--- src/rtl/core/assert_macros.svh ---
// assertion helpers used by the splitter core
`ifndef ASSERT_MACROS_SVH
`define ASSERT_MACROS_SVH

// same-cycle implication, switched off during reset
`define ASSERT_IMPLY(label, clk, rst_n, a, c) \
  label: assert property (@(posedge clk) disable iff (!rst_n) (a) |-> (c)) \
    else $error("assertion failed");

// next-cycle implication, switched off during reset
`define ASSERT_NEXT(label, clk, rst_n, a, c) \
  label: assert property (@(posedge clk) disable iff (!rst_n) (a) |=> (c)) \
    else $error("assertion failed");

`endif

--- src/rtl/core/awrs_pkg.sv ---
package awrs_pkg;

  // field widths of the words on each side
  localparam int SizeWidth  = 16;
  localparam int RangeWidth = SizeWidth + 1;
  localparam int CntWidth   = 4;
  localparam int IdxWidth   = 3;
  localparam int AlignWidth = 3;

  // most workers one split may use
  localparam logic [CntWidth-1:0] MaxWorkers = 4'd8;

  // reset value of the alignment register
  localparam logic [AlignWidth-1:0] AlignLog2Reset = 3'd2;

  typedef struct packed {
    logic [CntWidth-1:0]  thread_count;
    logic [SizeWidth-1:0] total_size;
  } in_t;

  typedef struct packed {
    logic [IdxWidth-1:0]   worker_index;
    logic [RangeWidth-1:0] range_start;
    logic [RangeWidth-1:0] range_end;
    logic [CntWidth-1:0]   threads_used;
    logic                  last_range;
  } out_t;

endpackage

--- src/rtl/core/aligned_work_range_splitter_core.sv ---
// Splits [0, total_size) into up to eight aligned contiguous ranges. A word is taken when
// start is high and busy is low; unless the split uses no worker, busy then stays high and
// falls in the cycle in which the last range word is on the ports. Range words come out one
// per worker on out_valid, each for one cycle, and cannot be held off. A split that uses no
// worker answers with a single word in the cycle after acceptance and never raises busy.
// Otherwise each worker passes a setup state, 17 steps of the shared one-bit-per-cycle
// restoring divider forming the ceiling share, and a state that aligns the next start
// and sends the word. The alignment register may be written only while busy is low.
`include "assert_macros.svh"

module aligned_work_range_splitter_core (
  input  logic                                clk,
  input  logic                                rst_n,
  input  logic                                start,
  output logic                                busy,
  input  awrs_pkg::in_t                       in_data,
  output logic                                out_valid,
  output awrs_pkg::out_t                      out_data,
  input  logic                                cfg_we,
  input  logic [awrs_pkg::AlignWidth-1:0]     cfg_wdata
);

  localparam int SW  = awrs_pkg::SizeWidth;
  localparam int RW  = awrs_pkg::RangeWidth;
  localparam int CW  = awrs_pkg::CntWidth;
  localparam int IW  = awrs_pkg::IdxWidth;
  localparam int NW  = SW + 1;
  localparam int SCW = $clog2(NW + 1);

  localparam logic [1:0] ST_IDLE  = 2'd0;
  localparam logic [1:0] ST_SETUP = 2'd1;
  localparam logic [1:0] ST_DIV   = 2'd2;
  localparam logic [1:0] ST_NEXT  = 2'd3;

  logic [1:0]                      state_r, state_nxt;
  logic [awrs_pkg::AlignWidth-1:0] align_r;
  logic [SW-1:0]                   total_r, total_nxt;
  logic [SW-1:0]                   rem_r, rem_nxt;
  logic [CW-1:0]                   used_r, used_nxt;
  logic [IW-1:0]                   idx_r, idx_nxt;
  logic [RW-1:0]                   cur_start_r, cur_start_nxt;
  logic [CW-1:0]                   den_r, den_nxt;
  logic [NW-1:0]                   num_r, num_nxt;
  logic [CW-1:0]                   part_r, part_nxt;
  logic [SCW-1:0]                  step_r, step_nxt;
  logic                            out_valid_r, out_valid_nxt;
  awrs_pkg::out_t                  out_data_r, out_data_nxt;

  logic                            accept_w;
  logic [7:0]                      align_w;
  logic [6:0]                      amask_w;
  logic [7:0]                      quarter_w;
  logic [CW-1:0]                   req_cap_w;
  logic [RW-1:0]                   needed_w;
  logic [CW-1:0]                   used_w;
  logic [CW:0]                     trial_w;
  logic                            qbit_w;
  logic [SW-1:0]                   share_w;
  logic [SW-1:0]                   rem_new_w;
  logic [SW-1:0]                   raw_next_w;
  logic [6:0]                      low_w;
  logic [RW-1:0]                   aligned_w;
  logic                            more_w;
  logic                            empty_take_w;
  logic                            empty_word_w;
  logic                            used_word_w;
  logic                            idx_ok_w;

  assign accept_w = start && (state_r == ST_IDLE);
  assign busy      = (state_r != ST_IDLE);
  assign out_valid = out_valid_r;
  assign out_data  = out_data_r;

  // alignment mask and quarter threshold
  assign align_w   = 8'd1 << align_r;
  assign amask_w   = 7'(align_w - 8'd1);
  assign quarter_w = align_w >> 2;

  // worker cap: requested count, saturated, then limited by aligned blocks
  assign req_cap_w = (in_data.thread_count > awrs_pkg::MaxWorkers) ?
                     awrs_pkg::MaxWorkers : in_data.thread_count;
  assign needed_w  = ({1'b0, in_data.total_size} + {10'd0, amask_w}) >> align_r;
  assign used_w    = ({13'd0, req_cap_w} > needed_w) ? needed_w[CW-1:0] : req_cap_w;

  // one restoring divider step
  assign trial_w = {part_r, num_r[NW-1]};
  assign qbit_w  = (trial_w >= {1'b0, den_r});

  // share, what is left, and the next start before alignment
  assign share_w    = num_r[SW-1:0];
  assign rem_new_w  = rem_r - share_w;
  assign raw_next_w = total_r - rem_new_w;
  assign more_w     = ({1'b0, idx_r} + 4'd1) < used_r;

  // round the next start up past a quarter block, else down
  assign low_w = raw_next_w[6:0] & amask_w;
  always_comb begin
    if ({1'b0, low_w} > quarter_w) begin
      aligned_w = ({1'b0, raw_next_w} + {10'd0, amask_w}) & ~{10'd0, amask_w};
    end else begin
      aligned_w = {1'b0, raw_next_w} & ~{10'd0, amask_w};
    end
  end

  // sequencer
  always_comb begin
    state_nxt     = state_r;
    total_nxt     = total_r;
    rem_nxt       = rem_r;
    used_nxt      = used_r;
    idx_nxt       = idx_r;
    cur_start_nxt = cur_start_r;
    den_nxt       = den_r;
    num_nxt       = num_r;
    part_nxt      = part_r;
    step_nxt      = step_r;
    out_valid_nxt = 1'b0;
    out_data_nxt  = out_data_r;
    unique case (state_r)
      ST_IDLE: begin
        if (accept_w) begin
          total_nxt     = in_data.total_size;
          rem_nxt       = in_data.total_size;
          used_nxt      = used_w;
          idx_nxt       = '0;
          cur_start_nxt = '0;
          if (used_w == '0) begin
            out_valid_nxt             = 1'b1;
            out_data_nxt.worker_index = '0;
            out_data_nxt.range_start  = '0;
            out_data_nxt.range_end    = '0;
            out_data_nxt.threads_used = '0;
            out_data_nxt.last_range   = 1'b1;
          end else begin
            state_nxt = ST_SETUP;
          end
        end
      end
      ST_SETUP: begin
        den_nxt   = used_r - {1'b0, idx_r};
        num_nxt   = {1'b0, rem_r} + {13'd0, den_nxt} - 17'd1;
        part_nxt  = '0;
        step_nxt  = SCW'(NW - 1);
        state_nxt = ST_DIV;
      end
      ST_DIV: begin
        part_nxt = qbit_w ? CW'(trial_w - {1'b0, den_r}) : trial_w[CW-1:0];
        num_nxt  = {num_r[NW-2:0], qbit_w};
        step_nxt = step_r - SCW'(1);
        if (step_r == '0) begin
          state_nxt = ST_NEXT;
        end
      end
      ST_NEXT: begin
        out_valid_nxt             = 1'b1;
        out_data_nxt.worker_index = idx_r;
        out_data_nxt.range_start  = cur_start_r;
        out_data_nxt.threads_used = used_r;
        if (more_w) begin
          out_data_nxt.range_end  = aligned_w;
          out_data_nxt.last_range = 1'b0;
          cur_start_nxt           = aligned_w;
          rem_nxt                 = rem_new_w;
          idx_nxt                 = idx_r + IW'(1);
          state_nxt               = ST_SETUP;
        end else begin
          out_data_nxt.range_end  = {1'b0, total_r};
          out_data_nxt.last_range = 1'b1;
          state_nxt               = ST_IDLE;
        end
      end
      default: begin
        state_nxt = ST_IDLE;
      end
    endcase
  end

  // control registers
  always_ff @(posedge clk) begin
    if (!rst_n) begin
      state_r     <= ST_IDLE;
      out_valid_r <= 1'b0;
      align_r     <= awrs_pkg::AlignLog2Reset;
    end else begin
      state_r     <= state_nxt;
      out_valid_r <= out_valid_nxt;
      if (cfg_we) begin
        align_r <= cfg_wdata;
      end
    end
  end

  // datapath registers
  always_ff @(posedge clk) begin
    total_r     <= total_nxt;
    rem_r       <= rem_nxt;
    used_r      <= used_nxt;
    idx_r       <= idx_nxt;
    cur_start_r <= cur_start_nxt;
    den_r       <= den_nxt;
    num_r       <= num_nxt;
    part_r      <= part_nxt;
    step_r      <= step_nxt;
    out_data_r  <= out_data_nxt;
  end

  // terms for the checks
  assign empty_take_w = accept_w && (used_w == '0);
  assign empty_word_w = out_valid && out_data.last_range && (out_data.threads_used == '0);
  assign used_word_w  = out_valid && (out_data.threads_used != '0);
  assign idx_ok_w     = {1'b0, out_data.worker_index} < out_data.threads_used;

  // checks
  `ASSERT_NEXT(a_more_keeps_busy, clk, rst_n, out_valid && !out_data.last_range, busy)
  `ASSERT_IMPLY(a_last_frees, clk, rst_n, out_valid && out_data.last_range, !busy)
  `ASSERT_NEXT(a_empty_split, clk, rst_n, empty_take_w, empty_word_w)
  `ASSERT_IMPLY(a_index_in_range, clk, rst_n, used_word_w, idx_ok_w)

endmodule

--- config.mk ---
export PLATFORM = sky130hd
export DESIGN_NAME = aligned_work_range_splitter_core
export DESIGN_NICKNAME = d
export VERILOG_FILES = /design/src/rtl/core/awrs_pkg.sv /design/src/rtl/core/aligned_work_range_splitter_core.sv
export VERILOG_INCLUDE_DIRS = /design/src /design/src/rtl/core
export SDC_FILE = /design/constraint.sdc
export NUM_CORES = 1
export LEC_CHECK = 0
export BUFFER_PORTS_ARGS = -buffer_cell sky130_fd_sc_hd__buf_2
export CAP_MARGIN = 20
export CORE_UTILIZATION = 50
export CTS_CLUSTER_SIZE = 24
export DETAILED_ROUTE_END_ITERATION = 7
export GPL_TIMING_DRIVEN = 0
export PLACE_DENSITY = 0.81
export SETUP_SLACK_MARGIN = 0.15
export SLEW_MARGIN = 5
export SYNTH_ARGS = -nofsm -noshare
export SYNTH_HDL_FRONTEND = slang
export SYNTH_SLANG_ARGS = --single-unit
--- constraint.sdc ---
create_clock -name clk -period 6.2 [get_ports clk]
set_input_delay 0.93 -clock clk [delete_from_list [all_inputs] [get_ports clk]]
set_output_delay 0.93 -clock clk [all_outputs]
set_load 0.1 [all_outputs]
* Word-level counts from Yosys, hierarchy flattened
Cells that the tools add are included.
** Operators by class
- Add/sub/neg operators :: 12
- Magnitude comparators :: 5
- Equal/unequal tests :: 8
- Shifts and indexed selects :: 2
- Muxes and demuxes :: 29
- Bitwise gates (word level) :: 4
- Reduce and logical (&&, ||, !) cells :: 11
** Operator list (count)
- $mux 42 :: 2
- $pmux 42 s2 :: 1
- $mux 17 :: 4
- $pmux 17 s2 :: 2
- $add 16x7->17 :: 2
- $mux 16 :: 2
- $pmux 16 s2 :: 1
- $sub 16x16->16 :: 2
- $add 16x4->17 :: 1
- $and 16x17->17 :: 1
- $and 17x17->17 :: 1
- $gt 4x17->1 :: 1
- $not 7->17 :: 1
- $shr 17x3->17 :: 1
- $sub 17x1->17 const B :: 1
- $mux 4 :: 3
- $pmux 5 s2 :: 1
- $reduce_and 3->1 :: 3
- $ne 2x2->1 const B :: 4
- $pmux 2 s4 :: 1
- $pmux 4 s2 :: 1
- $shl 1x3->8 const A :: 1
- $and 7x7->7 :: 1
- $gt 7x6->1 :: 1
- other kinds (23) :: 32
** Word-level totals
- Bits in registers :: 134
- Bits of input ports :: 27
- Output and inout port bits :: 44
- Logic and storage cells :: 88

* Longest topological paths before layout
- Word-level depth :: 10
- Depth in mapped cells :: 27
- Gate-level depth less buffers :: 24

* Least setup slack after synthesis
OpenSTA, ideal clock, no wires.
- Path kind :: reg2reg
- From :: register align_r[0] (netlist name)
- To :: register out_data_r, in the netlist out_data[0], enable pin
- Setup time :: 400 ps
- Data arrival time :: 6192 ps
- Required time :: 5800 ps
- Setup slack :: -392 ps
- Cell stages (with the launch flop) :: 28
- Buffers on the path :: 4
- Period minus slack after synthesis :: 6592 ps
- Path through :: dfxtp_1 > buf_2 > buf_1 > clkbuf_1 > nand3_1 > ha_1 > nor3_1 > a21oi_1 > o32ai_1 > ha_1 > buf_4 > o21a_1 > o211a_1 > a2111oi_4 > nor2_1 > a311oi_1 > mux2i_1 > ha_1 > nor2b_1 > o21ai_0 > nand2b_1 > a21oi_1 > a31o_1 > a2111oi_2 > nand4_2 > mux2i_1 > nand2_1 > nand2_1
** On the way
- Longest elaborated chain between the ends :: 9
** RTL lines
- from (decl) :: line aligned_work_range_splitter_core.sv:36 : logic [awrs_pkg::AlignWidth-1:0] align_r;
- from (signal assigned) :: line aligned_work_range_splitter_core.sv:183 : align_r <= awrs_pkg::AlignLog2Reset;
- from (signal assigned) :: line aligned_work_range_splitter_core.sv:188 : align_r <= cfg_wdata;
- $shl 1x3->8 :: line aligned_work_range_splitter_core.sv:75 : assign align_w = 8'd1 << align_r;
- $sub 7x1->7 :: line aligned_work_range_splitter_core.sv:76 : assign amask_w = 7'(align_w - 8'd1);
- $add 16x7->17 :: line aligned_work_range_splitter_core.sv:82 : assign needed_w = ({1'b0, in_data.total_size} + {10'd0, amask_w}) >> align_r;
- $shr 17x3->17 * :: line aligned_work_range_splitter_core.sv:82
- $gt 4x17->1 :: line aligned_work_range_splitter_core.sv:83 : assign used_w = ({13'd0, req_cap_w} > needed_w) ? needed_w[CW-1:0] : req_cap_w;
- $mux 4 * :: line aligned_work_range_splitter_core.sv:83
- $logic_not 4->1 *
- $ne 2x1->1 (no line) *
- $reduce_and 3->1 (no line) *
- to (signal assigned) :: line aligned_work_range_splitter_core.sv:204 : out_data_r <= out_data_nxt;
- to (decl) :: line aligned_work_range_splitter_core.sv:47 : awrs_pkg::out_t out_data_r, out_data_nxt;
Every way passes the cells marked *; elsewhere a longest branch is shown, timed or not.
A chain may end at the register's enable or synchronous reset.

* Worst setup path in the final report
- From :: register align_r[0] (netlist name)
- To :: register out_data_r, in the netlist out_data[24], enable pin
The elaborated chain is that of the path after synthesis.

==> impl_results.md <==
- Outcome: finished clean
- Transition time at the pin with the least slew margin: 1.27 ns
- Final antenna-violating net count: 0
- Antenna cells: 0
- Floorplan row count: 51
- Unrepaired setup endpoints after global routing: no
- Synth-to-Final Area Change: 17.3%
- Number of sinks driven by the clock tree: 134
- Setup Skew: 0.00645 ns
- Number of distinct library cells after synthesis: 91
- Via count of the first global-routing pass: 7964
- Flip-flop and latch count after synthesis: 134
- Number of max-cap violations: 0
- Number of antenna violations at the first check in global routing: 0
- Data arrival at the endpoint of the critical path: 6.00 ns
- Cell area after synthesis: 10000 sq um
- FFs w/ async S/R, synth: 0%
- Reg-to-reg slack, setup: 0.32 ns
- Placer's final routability congestion estimate: 0.942
- Maximum number of pins on one net before global-route repair: 29
- Number of search-and-repair iterations in the first detailed-routing pass: 7
- Clock-pin slew of the registers on the worst-case setup and hold paths: 0.06 ns
- Number of cells on the worst reg-to-reg path: 27
- Clk Tree Root Cell: sky130_fd_sc_hd__clkbuf_16
- Worst Hold Depth: 1
- # setup viols final: 0
- Required time at the worst-slack endpoint: 6.32 ns
- Port-buffer cells: 70
- Hold violation total from the final report: 0
- Total number of vias: 8424
- Most frequent cells in the layout: sky130_fd_sc_hd__edfxtp_1 (128), sky130_fd_sc_hd__inv_1 (100), sky130_fd_sc_hd__ha_1 (88)
- Clock tree from TritonCTS: done
- Share of cells above drive strength 1: 16.4%
- Total placed instance area: 10800 sq um
- Sequential cell area fraction in the yosys report: 39.4%
- Cells after synthesis: 1036
- Latest clock arrival within the worst-skew pair: 0.43 ns
- Deepest level of the CTS H-tree: 4
- Via-to-Cell Ratio: 5.92
- Filler Cell Count: 1582
- Startpoint kind of the worst setup timing path: flip-flop
- Max Clock Freq: 170 MHz
- WS Path Type: flip-flop to flip-flop
- DIE AREA: 20700 sq um
- Non-Filler Instances: 1423
- GRT Resource Usage Total: 26.3%
- Total wire length after detailed routing: 26.5 mm
- Top-level I/O count: 71
- Number of pins exceeding their max-slew limit in the final report: 0
- Nature of the critical path endpoint: flip-flop
- Endpoint of the worst hold-timing path: out_data[32]
- Clock buffers created by TritonCTS: 17
- Global-route wire length before repair: 41.0 mm
- Final period demand of the worst path: 5.88 ns
- Cell area after layout: 11800 sq um
- Launch point of the worst hold path: cur_start_r[10]
- Half-perimeter wire length after detailed placement: 19.0 mm
- Buffer levels on the longest clock path: 2
- Core area: 19600 sq um
- Critical R2R Launch: align_r[0]
- Destination of the worst register-to-register timing path: out_data[24]
- WL/cell: 18.7 um
- Initial Util: 51.3%
- Smallest hold slack: 0.524 ns
- Net count, final: 1270
- Overflow left after global routing: 0
- Synth Flop Type: sky130_fd_sc_hd__edfxtp_1
- Iteration-0 DRC count of the detailed router: 671
- Worst slew margin: 15.4%
- Number of enable-type register cells in the synthesized netlist: 128
- Count of yosys warnings during synthesis: 0
- Most common cell after layout, fill and taps aside: sky130_fd_sc_hd__edfxtp_1
- Worst hold path class: flip-flop to flip-flop
- Die boundary height: 144 um
- Avg Synthesized Cell Area: 9.70 sq um
- Remaining design rule violation count: 0
- Horizontal die dimension: 144 um
- Placed cell count: 1373
- Synth Net Count: 1161
- Total negative slack for setup checks: 0 ns
- Worst Path Max Fanout: 10
- Fin crit share: 94.9%
sequential cells by signal, indices dropped and copies added, names as in the netlist:
register / cells
out_data: 42
cur_start_r: 17
num_r: 17
rem_r: 16
total_r: 16
step_r: 5
den_r: 4
part_r: 4
used_r: 4
align_r: 3
idx_r: 3
state_r: 2
out_valid: 1
Yosys cell counts, drive strengths merged (10+ instances only):
| library cell | instances | area (sq um) |
|---|---|---|
| inv | 102 | 383 |
| buf | 10 | 50.1 |
| a21oi | 59 | 295 |
| and3 | 10 | 62.6 |
| xor2 | 25 | 219 |
| ha | 91 | 1140 |
| xnor2 | 34 | 298 |
| nand2b | 13 | 81.3 |
| mux2i | 17 | 170 |
| nand2 | 80 | 300 |
| a21o | 15 | 114 |
| nand3 | 21 | 105 |
| o21a | 14 | 106 |
| and2 | 37 | 234 |
| or3 | 13 | 86.3 |
| edfxtp | 128 | 3840 |
| nor2 | 66 | 248 |
| clkbuf | 27 | 101 |
| nor2b | 19 | 121 |
| nor3 | 25 | 125 |
| a211oi | 13 | 108 |
| o21ai | 69 | 360 |
logic make-up (layout without fill, tap and decap cells):
group	count (synthesis)	count (layout)	synth area share (%)
compound gates	261	261	18.3
mux	22	22	2.37
buf+inv	142	256	5.43
simple gates	318	326	16.3
fa+ha+maj	99	99	12.8
flops	134	134	39.4
xor+xnor	60	60	5.38
worst max-delay path: stages (launching register included):
cell	delay (ns)
sky130_fd_sc_hd__dfxtp_2	0.34
sky130_fd_sc_hd__buf_6	0.14
sky130_fd_sc_hd__buf_6	0.15
sky130_fd_sc_hd__buf_8	0.15
sky130_fd_sc_hd__nand3_2	0.10
sky130_fd_sc_hd__ha_4	0.18
sky130_fd_sc_hd__clkinvlp_4	0.15
sky130_fd_sc_hd__o32ai_4	0.31
sky130_fd_sc_hd__ha_2	0.31
sky130_fd_sc_hd__buf_4	0.16
sky130_fd_sc_hd__o21a_4	0.21
sky130_fd_sc_hd__o211a_1	0.26
sky130_fd_sc_hd__a2111oi_4	0.28
sky130_fd_sc_hd__buf_4	0.19
sky130_fd_sc_hd__nor2_1	0.04
sky130_fd_sc_hd__a311oi_1	0.19
sky130_fd_sc_hd__mux2i_1	0.18
sky130_fd_sc_hd__ha_1	0.35
sky130_fd_sc_hd__nor2b_1	0.12
sky130_fd_sc_hd__o21ai_0	0.08
sky130_fd_sc_hd__nand2b_1	0.07
sky130_fd_sc_hd__a21oi_1	0.06
sky130_fd_sc_hd__a31o_1	0.23
sky130_fd_sc_hd__a2111oi_4	0.26
sky130_fd_sc_hd__nand4_2	0.22
sky130_fd_sc_hd__mux2i_4	0.44
sky130_fd_sc_hd__nand2_4	0.22
sky130_fd_sc_hd__nand2_8	0.16
through the flow:
| stage | util [%] | setup WS, ns |
|---|---|---|
| 2_1_floorplan | - | 0.185 |
| 3_3_place_gp | 54.8 | -1.21 |
| 3_5_place_dp | 55.0 | -1.18 |
| 4_1_cts | 59.1 | 0.155 |
| 5_1_grt | 60.2 | 0.103 |
| 6_report | 60.2 | 0.317 |
worst max path at each step:
stage	startpoint	to	slack [ns]	cells after the start
finish	align_r[0]	out_data[24]	0.32	27
global route	align_r[0]	out_data[23]	0.10	27
CTS	align_r[0]	out_data[16]	0.16	25
detailed placement	align_r[0]	out_data[25]	-1.18	27
global placement	align_r[0]	out_data[9]	-1.21	27
floorplan	align_r[0]	out_data[0]	0.18	27
per-layer routing:
layer | global-route usage (%) | part of all wire (%) | vias up
met5 | 0 | 0 | -
met4 | 12.5 | 3.3 | 0
met3 | 6.16 | 9.2 | 66
met2 | 42.5 | 46 | 404
met1 | 33.2 | 41 | 3964
li1 | - | - | 3990
timing repair:
item	4_1_cts	5_1_grt
pin swaps	5	14
gates resized for setup	28	19
cloned	4	4
buffers inserted	1	8
hold buffers	0	0
endpoints found under the setup margin	49	48
cell type report:
class / instances / area [sq um] / area share, %
repair buffers: 82 / 475 / 4.03
clock inverters: 14 / 173 / 1.47
multi-input cells: 768 / 5830 / 49.5
inverters: 105 / 403 / 3.42
plain buffers: 37 / 180 / 1.53
well taps: 265 / 332 / 2.81
flip-flops and latches: 134 / 3970 / 33.6
clock buffers: 18 / 429 / 3.64
Power is not shown: default switching activity piles up to over one toggle a cycle in this logic, so the estimate is an artifact.
